--- config.mk ---
export PLATFORM = sky130hd
export DESIGN_NAME = lcs_ram
export DESIGN_NICKNAME = d
export VERILOG_FILES = /design/src/hw/rtl/lcs_ram.sv
export SDC_FILE = /design/constraint.sdc
export NUM_CORES = 1
export LEC_CHECK = 0
export BUFFER_PORTS_ARGS = -buffer_cell sky130_fd_sc_hd__buf_4
export CAP_MARGIN = 10
export CORE_MARGIN = 4
export CORE_UTILIZATION = 57
export CTS_BUF_LIST = sky130_fd_sc_hd__clkbuf_2 sky130_fd_sc_hd__clkbuf_4 sky130_fd_sc_hd__clkbuf_8
export CTS_CLUSTER_SIZE = 16
export DETAILED_ROUTE_END_ITERATION = 8
export PLACE_DENSITY = 0.9
export SLEW_MARGIN = 20
export SYNTH_ARGS = -nofsm -noshare
export SYNTH_HDL_FRONTEND = slang
export SYNTH_SLANG_ARGS = --single-unit
export TNS_END_PERCENT = 5
--- constraint.sdc ---
create_clock -name clk -period 1.56 [get_ports clk]
set_input_delay 0.156 -clock clk [delete_from_list [all_inputs] [get_ports clk]]
set_output_delay 0.156 -clock clk [all_outputs]
set_load 0.05 [all_outputs]
--- src/hw/rtl/lcs_ram.sv ---
module lcs_ram #(
    parameter int WIDTH = 8,
    parameter int DEPTH = 16
) (
    input  logic                     clk,
    input  logic                     wr_en,
    input  logic [$clog2(DEPTH)-1:0] wr_addr,
    input  logic [WIDTH-1:0]         wr_data,
    input  logic                     rd_en,
    input  logic [$clog2(DEPTH)-1:0] rd_addr,
    output logic [WIDTH-1:0]         rd_data
);

    logic [WIDTH-1:0] mem [DEPTH];

    always_ff @(posedge clk)
    begin
        if (wr_en)
        begin
            mem[wr_addr] <= wr_data;
        end
        if (rd_en)
        begin
            rd_data <= mem[rd_addr];
        end
    end

endmodule

Word-level counts from Yosys, hierarchy flattened
Memory sizes are Yosys's and may differ from the RTL's. A register that Yosys moved wholly into a read port is not among the register bits.
Cells that the tools add are included.
{"block": "totals", "reg_bits": 0, "latchBits": 0, "ram_bits": 128, "rom_bits": 0, "input_bits": 19, "out_inout_bits": 8, "memories": 1}
{"memory": "mem", "words": 16, "word_bits": 8, "read_ports": 1, "rd_clocked_by_memory_dff": 1, "wr": 1, "line": "14", "rtl": "logic [WIDTH-1:0] mem [DEPTH];"}
{"block": "op_classes", "add_sub_neg": 0, "multipliers": 0, "div_mod_pow": 0, "n_lt_le_gt_ge": 0, "n_eq_ne": 0, "shifts": 0, "n_mux": 2, "bitwise": 0, "n_reduce_logical": 0}
{"cell": "$mux W1", "count": 2}

Longest topological paths before layout
{"block": "depth", "word_depth": 2, "depth_mapped": 5, "depth_no_buf": 3}

Worst setup path after synthesis
OpenSTA, ideal clock, no wires.
{"block": "synth_path", "path_type": "input-to-reg", "from": "input wr_addr[2]", "to": "memory mem[0][0], enable pin", "arrival_ns": 1.266, "required_ns": 1.177, "setup_slack_ns": -0.089, "stages": 2, "path_cell_list": "or3b_2 -> nor3_1"}
{"item": "start, declared", "line": "7", "rtl": "input logic [$clog2(DEPTH)-1:0] wr_addr,"}
{"item": "end, declared", "line": "14"}
Straight into the memory's write port.

==> reports/qor.csv <==
stage,metric,value,unit
finish,nNetsFinal,306,
clocking,htreeDepth,4,
clocking,cts_root_buf,clkbuf_8,
synthesis,syn-cell-area,0.00523,mm2
power,p_comb_share,6.5,%
job,max-cap-violations,0,
clocking,clkTransAtPathRegs,0.08,ns
sta,hold_slack,0.0237,ns
sta,tightestPinTransition,0.429,ns
die,die-area,0.0108,mm2
finish,register_area,0.00408,mm2
clocking,cts_made_buffers,17,
sta,rsz0062_at_grt,false,
setup_path,worstPathArrival,1.67,ns
clocking,insertion_delay,0.43,ns
global_route,grt_usage,19.8,%
power,p_sw,1.75,mW
synthesis,synth_cells,229,
sta,drv_slew,0,
clocking,cts_sinks,136,
finish,area_growth,16.8,%
synthesis,ys_seq_area_share,78.1,%
setup_path,end_kind,flop,
synthesis,synth_cell_types,18,
setup_path,reg2reg_depth,3,
routing,vias_per_cell,6.10,
clocking,cts_setup_buffers,0,
finish,fillers,491,
die,die_x,104,um
clocking,cts_buffer_depth,2,
run_status,outcome,"finished, final reports clean",
global_route,grt_pass1_vias,2732,
sta,slew_headroom,71.4,%
sta,fin_crit,1.49,ns
die,core,0.00881,mm2
power,vdd.ir_drop.worst,0.537,mV
power,p_leak,2.06,nW
sta,setup_ws,0.0688,ns
finish,diodes,0,
power,seqPwrFrac,55.9,%
global_route,grt_max_degree,17,
sta,setup_viol_count_final,0,
synthesis,syn_avg_cell_area,22.8,um2
worst_hold_path,hold_depth,1,
finish,multi_input_area,0.00108,mm2
power,switching_share,23.7,%
routing,ant_nets,0,
setup_path,cp-start-kind,flop,
routing,routedWlPerCell,24.1,um
place,portBuffers,26,
power,p_per_area,1210,mW/mm2
sta,hold_viol,0,
global_route,antenna_found_initial,0,
routing,vias,2487,
die,dieHeight,104,um
place,dpl.hpwl,6.55,mm
place,gp_congestion,0.775,
global_route,grt_overflow,0,
clocking,cts_tree,done,
setup_path,required,1.74,ns
synthesis,ys_ff_latch,136,
setup_path,critPathKind,flop to flop,
sta,fmax,0.671,GHz
finish,drive_above_1_share,34.7,%
global_route,grt_pass1_wl,15.4,mm
sta,clock_skew,0.0113,ns
finish,final_util,69.3,%
worst_hold_path,hp-class,input pin to flop,
place,pre_cts_ws,-0.228,ns
clocking,cts_resized,0,
setup_path,crit_fanout,1,
die,rows,34,
routing,drc,0,
die,initial_core_util,59.4,%
power,internal_power,5.64,mW
routing,routed_wl,9.84,mm
sta,fin_crit_sh,95.6,%
routing,first_iter_violations,242,
synthesis,ys_warn_count,0,
die,pin_count,27,
power,clockPowerShare,37.6,%
synthesis,synth_fp_nets,248,
routing,firstDrtPassIters,5,
clocking,ctsHoldBuffers,0,
-- worst max-delay path, stage by stage, from the launching register on --
cell and delay (ns):
edfxtp_1 0.38, mux4_2 0.48, a22oi_1 0.29, nand2_1 0.09
-- cell usage in the layout, fill, tap and decap left out, drive strengths merged --
master      n
edfxtp    136
buf        49
mux4       32
clkbuf     17
a22oi      16
nor2       13
inv        10
nand2       9
nor3        4
clkinvlp    3
nand3b      2
nand2b      2
nor2b       1
and2        1
and2b       1
nand3       1
or3b        1
clkinv      1
bufinv      1
-- power groups by stage --
stage / Combinational, mW / Sequential, mW / Clock, mW
final: 0.480 / 4.13 / 2.77
after floorplan: 0.208 / 4.27 / 0
after detailed placement: 0.478 / 4.22 / 0
after global placement: 0.463 / 4.21 / 0
after global routing: 0.511 / 4.14 / 3.00
after CTS: 0.478 / 4.13 / 2.80
-- layout make-up --
cell class	instances	share of cell area, %
Tap cell	108	2.21
Clock inverter	15	2.56
Multi-Input combinational cell	83	17.6
Clock buffer	17	3.83
Timing Repair Buffer	49	6.85
Sequential cell	136	66.9
-- synthesized netlist by cell type, drive strengths merged --
library cell,instances,share of area [%]
nand2,9,0.65
and2,1,0.12
nand3b,2,0.29
nand2b,2,0.24
nand3,1,0.096
mux4,32,15
nor2,13,0.93
edfxtp,136,78
and2b,1,0.14
buf,7,1.1
nor2b,1,0.12
or3b,1,0.17
nor3,4,0.38
clkdlybuf4s25,3,0.57
a22oi,16,2.3
-- final timing paths --
check | start | end | slack [ns]
max | mem[10][0] | rd_data[0] | 0.07
min | wr_data[4] | mem[9][4] | 0.02
max reg2reg | mem[10][0] | rd_data[0] | 0.07
min reg2reg | mem[11][4] | rd_data[4] | 0.76
-- kinds of logic after synthesis --
group | share of synthesized area [%]
AO/OA/AOI/OAI | 2.30
multiplexers | 14.8
AND/OR/NAND/NOR | 3.14
flip-flops | 78.1
buffers and inverters | 1.65
-- per-stage QoR --
stage	instance area [um2]	total power, mW	instances	setup TNS [ns]
2_1_floorplan	5230	4.48	229	0
3_3_place_gp	5700	4.67	376	-0.689
3_5_place_dp	5700	4.70	376	-0.903
4_1_cts	6090	7.41	408	0
5_1_grt	6100	7.65	408	0
6_report	6100	7.39	408	0
-- routing by layer --
layer / track usage, % / up-vias / part of all wire, %
met5: 0 / - / 0
met4: 9.21 / 0 / 2.2
met3: 4.66 / 22 / 6.6
met2: 32.2 / 118 / 52
met1: 25.6 / 1250 / 40
li1: - / 1097 / -
-- sequential cells by signal (all words and copies together), names as in the netlist --
register  flops
mem         128
rd_data       8
Note: power is estimated with default switching activity, not from simulation.
